<file path="src/hw/rtl/icdl_pkg.sv">
// Shared types and codes for the idle connection deadline list.
// Used by the top level; has no dependencies of its own.
package icdl_pkg;

  // Command codes carried on the input tuser.
  localparam logic [1:0] CMD_INSERT = 2'd0;
  localparam logic [1:0] CMD_REMOVE = 2'd1;
  localparam logic [1:0] CMD_POLL   = 2'd2;

  // Result kinds carried on the output tuser.
  localparam logic [1:0] KIND_ACK     = 2'd0;
  localparam logic [1:0] KIND_EXPIRED = 2'd1;
  localparam logic [1:0] KIND_NONE    = 2'd2;
  localparam logic [1:0] KIND_FULL    = 2'd3;

  // Upper bound on expired entries reported by a single poll.
  localparam int MAX_RESULTS = 16;

  typedef struct packed {
    logic [15:0] id;
    logic [31:0] deadline;
  } entry_t;

  localparam int ENTRY_W = $bits(entry_t);

endpackage

</file>
<file path="src/hw/rtl/icdl_ram.sv">
// Generic simple dual-port RAM: one write port, one read port with registered data.
// No dependencies.
module icdl_ram #(
  parameter int WIDTH = 48,
  parameter int DEPTH = 16
) (
  input  logic                     clk_i,
  input  logic                     we_i,
  input  logic [$clog2(DEPTH)-1:0] waddr_i,
  input  logic [WIDTH-1:0]         wdata_i,
  input  logic                     re_i,
  input  logic [$clog2(DEPTH)-1:0] raddr_i,
  output logic [WIDTH-1:0]         rdata_o
);

  logic [WIDTH-1:0] mem_q [DEPTH];
  logic [WIDTH-1:0] rdata_q;

  always_ff @(posedge clk_i) begin
    if (we_i) begin
      mem_q[waddr_i] <= wdata_i;
    end
    if (re_i) begin
      rdata_q <= mem_q[raddr_i];
    end
  end

  assign rdata_o = rdata_q;

endmodule

</file>
<file path="src/hw/rtl/idle_connection_deadline_list_top.sv">
// Top level of the idle connection deadline list.
// Depends on icdl_pkg and icdl_ram.
// The block keeps up to TABLE_DEPTH connections sorted by deadline in one RAM
// that is used as a ring: head_q points at the earliest entry, so expired
// entries leave from the front without any data movement.
// Input channel (s_axis): tuser carries the command, tdata the connection id,
// the timeout and the current time. A transaction is taken only while idle.
// Output channel (m_axis): tuser carries the result kind, tdata the id, and
// tlast marks the final result caused by an input transaction. Insert, remove
// and unused commands give one result; a poll gives one result per expired
// entry (at most 16, earliest first) or a single "none expired" result.
// Sequence: insert, remove and poll first scan the valid entries through the RAM
// read port (SCAN). Unless an insert finds the table full or a remove finds no
// such id, both then move the entries between the old and the new position
// (SHIFT); an insert then writes the new entry (WRNEW), and the response is
// given in RESP. A poll reads each expired entry (EMRD) and hands it to the
// output register (EMWT); an unused command goes straight to RESP.
// A result waits in an output register; while the receiver stalls, the next
// transaction is still taken and its first result waits for the register.
// Reset empties the table at once (count and head cleared).
module idle_connection_deadline_list_top #(
  parameter int TABLE_DEPTH = 16
) (
  input  logic        clk_i,
  input  logic        rst_ni,
  input  logic        s_axis_tvalid_i,
  output logic        s_axis_tready_o,
  // [15:0] conn_id, [31:16] timeout_seconds, [63:32] now
  input  logic [63:0] s_axis_tdata_i,
  // [1:0] command
  input  logic [1:0]  s_axis_tuser_i,
  output logic        m_axis_tvalid_o,
  input  logic        m_axis_tready_i,
  // [15:0] expired_id
  output logic [15:0] m_axis_tdata_o,
  // [1:0] result_kind
  output logic [1:0]  m_axis_tuser_o,
  // last
  output logic        m_axis_tlast_o
);

  import icdl_pkg::*;

  localparam int IW = $clog2(TABLE_DEPTH);
  localparam int CW = $clog2(TABLE_DEPTH + 1);

  localparam logic [2:0] ST_IDLE  = 3'd0;
  localparam logic [2:0] ST_SCAN  = 3'd1;
  localparam logic [2:0] ST_SHIFT = 3'd2;
  localparam logic [2:0] ST_WRNEW = 3'd3;
  localparam logic [2:0] ST_RESP  = 3'd4;
  localparam logic [2:0] ST_EMRD  = 3'd5;
  localparam logic [2:0] ST_EMWT  = 3'd6;

  // Logical position in the sorted list to RAM address, wrapping at the depth.
  function automatic logic [IW-1:0] phys(input logic [IW-1:0] hd, input logic [CW-1:0] l);
    logic [CW:0] s;
    s = (CW+1)'(hd) + (CW+1)'(l);
    if (s >= (CW+1)'(TABLE_DEPTH)) begin
      s = s - (CW+1)'(TABLE_DEPTH);
    end
    return s[IW-1:0];
  endfunction

  // Control state.
  logic [2:0]    state_q, state_d;
  logic [CW-1:0] cnt_q, cnt_d;
  logic [IW-1:0] head_q, head_d;
  logic          pv_q, pv_d;
  logic          ov_q, ov_d;

  // Working registers of the current transaction.
  logic [1:0]    cmd_q, cmd_d;
  logic [15:0]   id_q, id_d;
  logic [31:0]   key_q, key_d;
  logic [1:0]    rkind_q, rkind_d;
  logic [CW-1:0] rd_idx_q, rd_idx_d;
  logic [CW-1:0] left_q, left_d;
  logic          up_q, up_d;
  logic [CW-1:0] pidx_q, pidx_d;
  logic          found_q, found_d;
  logic [CW-1:0] m_q, m_d;
  logic [CW-1:0] p_q, p_d;
  logic [CW-1:0] n_q, n_d;

  // Output register.
  logic [1:0]    okind_q, okind_d;
  logic [15:0]   oid_q, oid_d;
  logic          olast_q, olast_d;

  // RAM port signals.
  logic          ram_re, ram_we;
  logic [IW-1:0] ram_raddr, ram_waddr;
  entry_t        ram_wdata, ram_rdata;

  logic          in_acc, out_free;
  logic [32:0]   dl_sum;
  logic [31:0]   dl_sat;

  icdl_ram #(
    .WIDTH(ENTRY_W),
    .DEPTH(TABLE_DEPTH)
  ) u_ram (
    .clk_i  (clk_i),
    .we_i   (ram_we),
    .waddr_i(ram_waddr),
    .wdata_i(ram_wdata),
    .re_i   (ram_re),
    .raddr_i(ram_raddr),
    .rdata_o(ram_rdata)
  );

  assign s_axis_tready_o = (state_q == ST_IDLE);
  assign in_acc          = s_axis_tvalid_i && s_axis_tready_o;
  assign out_free        = !ov_q || m_axis_tready_i;

  // New deadline, saturating on overflow.
  assign dl_sum = {1'b0, s_axis_tdata_i[63:32]} + {17'd0, s_axis_tdata_i[31:16]};
  assign dl_sat = dl_sum[32] ? 32'hFFFF_FFFF : dl_sum[31:0];

  always_comb begin
    state_d   = state_q;
    cnt_d     = cnt_q;
    head_d    = head_q;
    pv_d      = pv_q;
    ov_d      = ov_q;
    cmd_d     = cmd_q;
    id_d      = id_q;
    key_d     = key_q;
    rkind_d   = rkind_q;
    rd_idx_d  = rd_idx_q;
    left_d    = left_q;
    up_d      = up_q;
    pidx_d    = pidx_q;
    found_d   = found_q;
    m_d       = m_q;
    p_d       = p_q;
    n_d       = n_q;
    okind_d   = okind_q;
    oid_d     = oid_q;
    olast_d   = olast_q;
    ram_re    = 1'b0;
    ram_we    = 1'b0;
    ram_raddr = phys(head_q, rd_idx_q);
    ram_waddr = phys(head_q, p_q);
    ram_wdata = '{id: id_q, deadline: key_q};

    if (ov_q && m_axis_tready_i) begin
      ov_d = 1'b0;
    end

    case (state_q)
      ST_IDLE: begin
        if (in_acc) begin
          cmd_d    = s_axis_tuser_i;
          id_d     = s_axis_tdata_i[15:0];
          key_d    = (s_axis_tuser_i == CMD_INSERT) ? dl_sat : s_axis_tdata_i[63:32];
          rd_idx_d = '0;
          pv_d     = 1'b0;
          found_d  = 1'b0;
          m_d      = cnt_q;
          p_d      = '0;
          n_d      = '0;
          rkind_d  = KIND_ACK;
          if (s_axis_tuser_i == CMD_INSERT || s_axis_tuser_i == CMD_REMOVE ||
              s_axis_tuser_i == CMD_POLL) begin
            state_d = ST_SCAN;
          end else begin
            state_d = ST_RESP;
          end
        end
      end

      ST_SCAN: begin
        // Issue one read per cycle; the data comes back in the next cycle.
        if (rd_idx_q != cnt_q) begin
          ram_re   = 1'b1;
          pv_d     = 1'b1;
          pidx_d   = rd_idx_q;
          rd_idx_d = rd_idx_q + CW'(1);
        end else begin
          pv_d = 1'b0;
        end
        if (pv_q) begin
          if (cmd_q == CMD_POLL) begin
            // Expired entries form a prefix of the sorted list.
            if (ram_rdata.deadline <= key_q && 32'(n_q) < MAX_RESULTS) begin
              n_d = n_q + CW'(1);
            end
          end else if (ram_rdata.id == id_q) begin
            found_d = 1'b1;
            m_d     = pidx_q;
          end else if (cmd_q == CMD_INSERT && ram_rdata.deadline < key_q) begin
            p_d = p_q + CW'(1);
          end
        end
        if (rd_idx_q == cnt_q && !pv_q) begin
          case (cmd_q)
            CMD_INSERT: begin
              if (!found_q && cnt_q == CW'(TABLE_DEPTH)) begin
                rkind_d = KIND_FULL;
                state_d = ST_RESP;
              end else begin
                // The old copy (or the end of the list) sits at m, the new
                // entry goes to p: move what lies between by one place.
                if (p_q <= m_q) begin
                  up_d     = 1'b1;
                  rd_idx_d = m_q - CW'(1);
                  left_d   = m_q - p_q;
                end else begin
                  up_d     = 1'b0;
                  rd_idx_d = m_q + CW'(1);
                  left_d   = p_q - m_q;
                end
                if (!found_q) begin
                  cnt_d = cnt_q + CW'(1);
                end
                state_d = ST_SHIFT;
              end
            end
            CMD_REMOVE: begin
              if (found_q) begin
                up_d     = 1'b0;
                rd_idx_d = m_q + CW'(1);
                left_d   = cnt_q - CW'(1) - m_q;
                cnt_d    = cnt_q - CW'(1);
                state_d  = ST_SHIFT;
              end else begin
                state_d = ST_RESP;
              end
            end
            default: begin
              if (n_q == '0) begin
                rkind_d = KIND_NONE;
                state_d = ST_RESP;
              end else begin
                rd_idx_d = '0;
                state_d  = ST_EMRD;
              end
            end
          endcase
        end
      end

      ST_SHIFT: begin
        // Read one entry per cycle and write it back one place over in the
        // next cycle; the read and write addresses never coincide.
        if (left_q != '0) begin
          ram_re   = 1'b1;
          pv_d     = 1'b1;
          pidx_d   = rd_idx_q;
          rd_idx_d = up_q ? rd_idx_q - CW'(1) : rd_idx_q + CW'(1);
          left_d   = left_q - CW'(1);
        end else begin
          pv_d = 1'b0;
        end
        if (pv_q) begin
          ram_we    = 1'b1;
          ram_waddr = phys(head_q, up_q ? pidx_q + CW'(1) : pidx_q - CW'(1));
          ram_wdata = ram_rdata;
        end
        if (left_q == '0 && !pv_q) begin
          state_d = (cmd_q == CMD_INSERT) ? ST_WRNEW : ST_RESP;
        end
      end

      ST_WRNEW: begin
        ram_we  = 1'b1;
        state_d = ST_RESP;
      end

      ST_RESP: begin
        if (out_free) begin
          ov_d    = 1'b1;
          okind_d = rkind_q;
          oid_d   = id_q;
          olast_d = 1'b1;
          state_d = ST_IDLE;
        end
      end

      ST_EMRD: begin
        ram_re  = 1'b1;
        state_d = ST_EMWT;
      end

      ST_EMWT: begin
        // Read data holds here while the receiver stalls.
        if (out_free) begin
          ov_d    = 1'b1;
          okind_d = KIND_EXPIRED;
          oid_d   = ram_rdata.id;
          olast_d = (rd_idx_q + CW'(1) == n_q);
          if (rd_idx_q + CW'(1) == n_q) begin
            head_d  = phys(head_q, n_q);
            cnt_d   = cnt_q - n_q;
            state_d = ST_IDLE;
          end else begin
            rd_idx_d = rd_idx_q + CW'(1);
            state_d  = ST_EMRD;
          end
        end
      end

      default: begin
        state_d = ST_IDLE;
      end
    endcase
  end

  always_ff @(posedge clk_i or negedge rst_ni) begin
    if (!rst_ni) begin
      state_q <= ST_IDLE;
      cnt_q   <= '0;
      head_q  <= '0;
      pv_q    <= 1'b0;
      ov_q    <= 1'b0;
    end else begin
      state_q <= state_d;
      cnt_q   <= cnt_d;
      head_q  <= head_d;
      pv_q    <= pv_d;
      ov_q    <= ov_d;
    end
  end

  always_ff @(posedge clk_i) begin
    cmd_q    <= cmd_d;
    id_q     <= id_d;
    key_q    <= key_d;
    rkind_q  <= rkind_d;
    rd_idx_q <= rd_idx_d;
    left_q   <= left_d;
    up_q     <= up_d;
    pidx_q   <= pidx_d;
    found_q  <= found_d;
    m_q      <= m_d;
    p_q      <= p_d;
    n_q      <= n_d;
    okind_q  <= okind_d;
    oid_q    <= oid_d;
    olast_q  <= olast_d;
  end

  assign m_axis_tvalid_o = ov_q;
  assign m_axis_tdata_o  = oid_q;
  assign m_axis_tuser_o  = okind_q;
  assign m_axis_tlast_o  = olast_q;

`ifndef SYNTH
  // The fill count never exceeds the table size.
  a_cnt_bound: assert property (@(posedge clk_i) disable iff (!rst_ni)
    cnt_q <= CW'(TABLE_DEPTH))
    else $error("entry count above table depth");

  // The ring head stays inside the RAM.
  a_head_bound: assert property (@(posedge clk_i) disable iff (!rst_ni)
    32'(head_q) < TABLE_DEPTH)
    else $error("head pointer out of range");

  // The table is only written while entries are moved or the new one is placed.
  a_write_phase: assert property (@(posedge clk_i) disable iff (!rst_ni)
    ram_we |-> (state_q == ST_SHIFT || state_q == ST_WRNEW))
    else $error("RAM write outside of an update phase");

  // Every result other than an expired entry ends its transaction.
  a_single_last: assert property (@(posedge clk_i) disable iff (!rst_ni)
    (m_axis_tvalid_o && m_axis_tuser_o != KIND_EXPIRED) |-> m_axis_tlast_o)
    else $error("single result without tlast");
`endif

endmodule
</file>
<file path="config.mk">
export PLATFORM = sky130hd
export DESIGN_NAME = idle_connection_deadline_list_top
export DESIGN_NICKNAME = d
export VERILOG_FILES = /design/src/hw/rtl/icdl_pkg.sv /design/src/hw/rtl/icdl_ram.sv /design/src/hw/rtl/idle_connection_deadline_list_top.sv
export SDC_FILE = /design/constraint.sdc
export NUM_CORES = 1
export LEC_CHECK = 0
export ABC_CLOCK_PERIOD_IN_PS = 6000
export BUFFER_PORTS_ARGS = -buffer_cell sky130_fd_sc_hd__clkbuf_2
export CORE_MARGIN = 8
export CORE_UTILIZATION = 56
export CTS_CLUSTER_SIZE = 24
export DETAILED_ROUTE_END_ITERATION = 7
export PLACE_DENSITY = 0.82
export SYNTH_ARGS = -nofsm -noshare
export SYNTH_HDL_FRONTEND = slang
export SYNTH_HIERARCHICAL = 1
export SYNTH_SLANG_ARGS = --single-unit
</file>
<file path="constraint.sdc">
create_clock -name clk_i -period 6 [get_ports clk_i]
set_input_delay 0.3 -clock clk_i [delete_from_list [all_inputs] [get_ports clk_i]]
set_output_delay 0.3 -clock clk_i [all_outputs]
set_load 0.02 [all_outputs]
</file>
Word-level counts from Yosys, hierarchy flattened
Memory sizes are Yosys's and may differ from the RTL's. A register that Yosys moved wholly into a read port is not among the register bits.
Index checks and enable logic that the tools add are counted.
{ "word_totals": {"mem_bits_rw": 768, "word_cells": 238, "regBits": 117, "latchBits": 0, "output_inout_bits": 21, "n_memories": 1, "rom_bits": 0} }
{ "classes": {"reduce_logical": 41, "n_shift": 0, "n_eq_ne": 40, "muxes": 104, "bitwise_logic": 0, "n_lt_le_gt_ge": 8, "n_mul": 0, "n_addsub": 24, "div_mod_pow": 0} }
{ "memory_table": {"columns": ["name", "words", "word_bits", "rd", "rd_ports_with_merged_regs", "wr", "line_no", "source"], "rows": [
  ["u_ram.mem_q", 16, 48, 1, 1, 1, "icdl_ram.sv:16", "logic [WIDTH-1:0] mem_q [DEPTH];"]
]} }
{ "op_table": {"columns": ["cell", "count"], "rows": [
  ["$mux W5", 36],
  ["$mux W48", 2],
  ["$pmux W5 S2", 9],
  ["$mux W32", 2],
  ["$ne A2 B2 Y1 const B", 18],
  ["$add A32 B16 Y33", 1],
  ["$le A32 B32 Y1", 1],
  ["$lt A32 B32 Y1", 1],
  ["$mux W16", 2],
  ["$pmux W16 S2", 1],
  ["$add A5 B1 Y5 const B", 6],
  ["$mux W3", 10],
  ["$reduce_and A5 Y1", 5],
  ["$sub A5 B1 Y5 const B", 5],
  ["$add A4 B5 Y6", 4],
  ["$ge A6 B5 Y1 const B", 4],
  ["$mux W4", 6],
  ["$pmux W3 S7", 1],
  ["$pmux W5 S4", 1],
  ["$sub A5 B5 Y5", 4],
  ["$mux W1", 18],
  ["$ne A3 B3 Y1 const B", 6],
  ["$reduce_and A6 Y1", 3],
  ["$eq A16 B16 Y1", 1],
  ["31 further kinds", 70]
]} }

Logic depth before layout (Yosys ltp)
{ "depth": {"ltp_word": 7, "ltp_mapped": 10, "mapped_depth_nobuf": 10} }

Hierarchy
The synthesis kept the hierarchy.
{ "by_module_without_submodules": {"columns": ["mod", "seq_area_each_um2", "n_inst", "cells_each", "area_per_inst_um2"], "rows": [
  ["icdl_ram", 24503.5, 1, 1242, 30175.2],
  ["idle_connection_deadline_list_top", 3443.3, 1, 1070, 9719.3]
]} }

Least setup slack after synthesis
No wires, ideal clock.
{ "synth_path": {"kind": "reg2reg", "start": "reg up_q", "end": "mem u_ram.mem_q[0][0], enable pin", "t_arrival_ns": 5.709, "required_ns": 5.487, "path_slack_ns": -0.222, "setup_time_ns": 0.513, "stages_incl_launch_ff": 11, "path_cell_list": "edfxtp_1 > inv_1 > fa_1 > ha_1 > a21o_1 > a21oi_1 > xnor2_1 > xnor2_1 > a21oi_1 > or3b_2 > nor3_1"} }
{ "synth_between": {"elab_chain_len": 6} }
{ "synth_lines": {"columns": ["element", "line_no", "source"], "rows": [
  ["from (decl)", "idle_connection_deadline_list_top.sv:79", "logic up_q, up_d;"],
  ["from (signal assigned)", "idle_connection_deadline_list_top.sv:334", "up_q <= up_d;"],
  ["$mux W5 *", "idle_connection_deadline_list_top.sv:259", "ram_waddr = phys(head_q, up_q ? pidx_q + CW'(1) : pidx_q - CW'(1));"],
  ["$add A4 B5 Y6 *", "idle_connection_deadline_list_top.sv:58", "s = (CW+1)'(hd) + (CW+1)'(l);"],
  ["$ge A6 B5 Y1 / $sub A4 B1 Y4 (equally long branches)", "idle_connection_deadline_list_top.sv:59, idle_connection_deadline_list_top.sv:60", null],
  ["$mux W4 *", "idle_connection_deadline_list_top.sv:59", "if (s >= (CW+1)'(TABLE_DEPTH)) begin"],
  ["$mux W4 *", "idle_connection_deadline_list_top.sv:257", "if (pv_q) begin"],
  ["$mux W4 *", "idle_connection_deadline_list_top.sv:152", "case (state_q)"],
  ["via ram_waddr[3]", "idle_connection_deadline_list_top.sv:93", "logic [IW-1:0] ram_raddr, ram_waddr;"],
  ["to (decl)", "icdl_ram.sv:16", null]
]} }
The timed path passes the listed nets; every way through them passes the cells marked *.

Worst setup path in the final report
{ "layout_path": {"start": "reg state_q[0]", "end": "mem u_ram.mem_q[7][45], enable pin"} }
{ "layout_lines": {"columns": ["element", "line_no", "source"], "rows": [
  ["from (decl)", "idle_connection_deadline_list_top.sv:66", "logic [2:0] state_q, state_d;"],
  ["from (signal assigned)", "idle_connection_deadline_list_top.sv:319", "state_q <= state_d;"],
  ["$eq A3 B2 Y1", "idle_connection_deadline_list_top.sv:152", null],
  ["$mux W4", "idle_connection_deadline_list_top.sv:152", null],
  ["via ram_waddr[1]", "idle_connection_deadline_list_top.sv:93", null]
]} }
The timed path passes the listed nets, and every way through them passes these cells.

==> impl_metrics.toml <==
[status]
outcome = "completed"

[yosys]
ys_types = 82
synth_top_area_cell = "edfxtp_1"
synthesis.area_sq_mm = 0.0399
synth_commonest_cells = "edfxtp_1, nand2_1, mux4_2"
synth_nets = 2481
netlist.area_leader.share_pct = 69.2
async_flop_share_pct = 1.50
ys_warn_count = 6
syn_inst = 2312
synth_most_common_cell = "edfxtp_1"
synth.area.top_cells = "edfxtp_1, mux4_2, ha_1, nand2_1, a22oi_1"
yosys_register_bits = 933
ys.flop_type = "edfxtp_1"
synth.avg_cell_area_sq_um = 17.3
ys_seq_area_share_pct = 70.1
synth-edff-count = 919

[sta]
finalMaxSlewViolations = 0
worstMarginPinSlew_ns = 1.30
tns_ns = 0
rsz0062_at_grt = "false"
fin_crit_sh_pct = 79.9
hold_viol = 0
slew_headroom_pct = 12.4
final-setup-viol-count = 0
skew_ns = 0.0345
fin_crit_ns = 4.79
final.setup.worst_slack_ns = 1.21
fmax_ghz = 0.209

[worst_setup_path]
critPathMaxFanout = 32
cp-end-kind = "flop"
cp_cell_sequence = "nand2b_1, nor3_2, buf_4, o21ai_0, nand2_1, nor2_4, buf_4"
cpMostUsedCell = "buf_4"
cpPeakStageDelay_ns = 1.04
crit_arrival_ns = 5.06
path_class = "reg2reg"
crit_path_start_kind = "flop"
worst_ep_required_time_ns = 6.27
cpMaxStageDelayCell = "o21ai_0"

[global_route]
busiest_layer = "met2"
globalRouteMet2Util_pct = 43.7
grt-ovfl-total = 0
use_met3_pct = 4.89
grt_usage_pct = 25.6
grt_max_degree = 79
grt_pass1_vias = 24000
grt.met1_usage_pct = 31.9
grt_pass1_wl_microns = 155000
antenna_found_initial = 1

[cells_and_area]
multi_input_area_sq_mm = 0.0113
synthToLayoutAreaGrowth_pct = 13.3
diodes = 0
fillCellCount = 4548
fin_util_pct = 63.7
seq_area_sq_mm = 0.0279
nets = 2656
drive_gt1_share_pct = 22.0

[placed_design]
hpwl_microns = 57600
port_buffers = 90
gp_congestion = 0.947
place_ws_ns = 1.44

[clock_network]
cts_root_buf = "clkbuf_16"
ctsHtreeMaxLevel = 3
ctsResizeCount = 0
cts_tree = "yes"
clockBufferDepth = 3
cts_buffers = 91
clk_latency_ns = 0.66
postCtsSetupRepairBufs = 0
hold_buffers = 28
clk_pin_slew_ns = 0.07
cts.sinks = 933

[die]
std_cell_rows = 98
start_util_pct = 56.2
core-area_sq_mm = 0.0710
io_pins = 91
die_width_microns = 283
die_y_microns = 283
design.die.area_sq_mm = 0.0800

[power]
combPwrFrac_pct = 34.0
sw_frac_of_total_pct = 34.3
power_density_mw_per_mm2 = 504
p_switching_w = 0.00781
p_total_w = 0.0228
leakagePower_nw = 15.3
irDropWorstVdd_uv = 525
pwr-share-clk_pct = 26.3
seq_power_share_pct = 39.6
power.internal_w = 0.0150

[routing]
drt_iter0_markers = 3290
totalWireLength_microns = 105000
first_pass_iters = 6
detail-route-antenna-nets = 0
drc = 0
num_vias = 23500
viasPerCell = 6.68
wire_per_inst_microns = 29.9

[flow_run]
cap_viol_max_count = 0

[hold_path]
hp-class = "in2reg"
## final timing paths
kind	startpoint	endpoint	slack (ns)	cells after the start
setup / recovery	state_q[0]$_DFFE_PN0P_	u_ram/mem_q[7][45]$_DFFE_PP_	1.21	7
hold / removal	s_axis_tuser_i[0]	cmd_q[0]$_DFFE_PP_	0.008	1
setup reg to reg	state_q[0]$_DFFE_PN0P_	u_ram/mem_q[7][45]$_DFFE_PP_	1.21	7
hold reg to reg	rkind_q[0]$_SDFFCE_PN0P_	m_axis_tuser_o[0]$_SDFFCE_PP1P_	0.52	1
max in group asynchronous	rst_ni	head_q[0]$_DFFE_PN0P_	5.48	2
min in group asynchronous	rst_ni	cnt_q[4]$_DFFE_PN0P_	0.16	2
## final cells by class
cell class	count	share of cell area, %
sequential	933	61.8
multi-input combinational	1191	25.0
clock buffer	105	5.20
timing repair buffer	187	2.90
tap	950	2.63
clock inverter	67	1.71
inverter	83	0.700
## per-layer routing
| metal | wire length [microns] | share of wire (%) | up-vias |
|---|---|---|---|
| li1 | - | - | 9563 |
| met2 | 53200 | 51 | 1755 |
| met4 | 4850 | 4.6 | 2 |
| met5 | 13 | 0.012 | - |
| met1 | 36800 | 35 | 11800 |
| met3 | 10400 | 9.9 | 362 |
## worst max-delay path: cells and delay by family, from the launching register on
family / cells / cell delay [ns]
DFF: 1 / 0.60
and+or+nand+nor: 4 / 1.86
AOI/OAI and AO/OA: 1 / 1.04
buffers and inverters: 2 / 0.88
## stage by stage
step,hold WS [ns],area [sq um],cells
floorplan,0.00441,39900,2312
finish,0.00755,45200,3516
global placement,0.268,41800,3314
CTS,0.00214,45200,3514
global route,0.00106,45200,3516
detailed placement,0.277,41800,3314
## placed cells by master, fill, tap and decap left out, types with 6 or more instances in the layout
cell type      instances
o22ai_1                8
nor2_1                70
clkbuf_2              90
ha_1                  88
dlygate4sd3_1         28
clkinvlp_4             6
mux4_2               192
o31ai_1                9
nor2b_1               10
nand2_1              202
mux2_2                23
and3_1                12
xor2_1                24
and4_1                 7
a22oi_1               99
nand2b_1              13
clkinv_2              19
o21a_1                 9
nand3_1               25
dfrtp_1               14
bufinv_16             14
inv_1                 81
clkbuf_16             92
nand4_1               14
a211oi_1               9
xnor2_1               61
o22a_1                 9
clkbuf_1              13
and2_1                 7
buf_4                 64
a21o_1                20
o21ai_0               57
clkinv_1              18
o21ai_1               17
a31oi_1                9
nor2_4                14
fa_1                  10
a21oi_1               65
edfxtp_1             919
nor3_1                15
## logic make-up (layout without fill, tap and decap cells)
kind of cell	after synthesis	in the layout	share of synthesized area, %
flip-flops	933	933	70.1
multiplexers	222	222	11.7
adder cells (fa/ha/maj)	99	99	3.29
AO/OA/AOI/OAI	358	358	6.10
buffers and inverters	188	442	2.00
AND/OR/NAND/NOR	427	427	5.00
XOR/XNOR	85	85	1.87
## registers in the layout, summed over array words and instances (netlist names), 2 cells and up
signal          count
u_ram/rdata_o      48
left_q              5
rkind_q             2
m_q                 5
state_q             3
m_axis_tuser_o      2
pidx_q              5
id_q               16
cmd_q               2
n_q                 5
m_axis_tdata_o     16
cnt_q               5
key_q              32
head_q              4
p_q                 5
u_ram/mem_q       768
rd_idx_q            5
## power by group through the flow
stage | clock, W | sequential (W) | combinational, W
2_1_floorplan | 0 | 0.00888 | 0.00530
3_3_place_gp | 0 | 0.00907 | 0.00710
3_5_place_dp | 0 | 0.00911 | 0.00737
4_1_cts | 0.00602 | 0.00900 | 0.00762
5_1_grt | 0.00627 | 0.00906 | 0.00818
6_report | 0.00600 | 0.00902 | 0.00775
(Power assumes the default switching activity.)
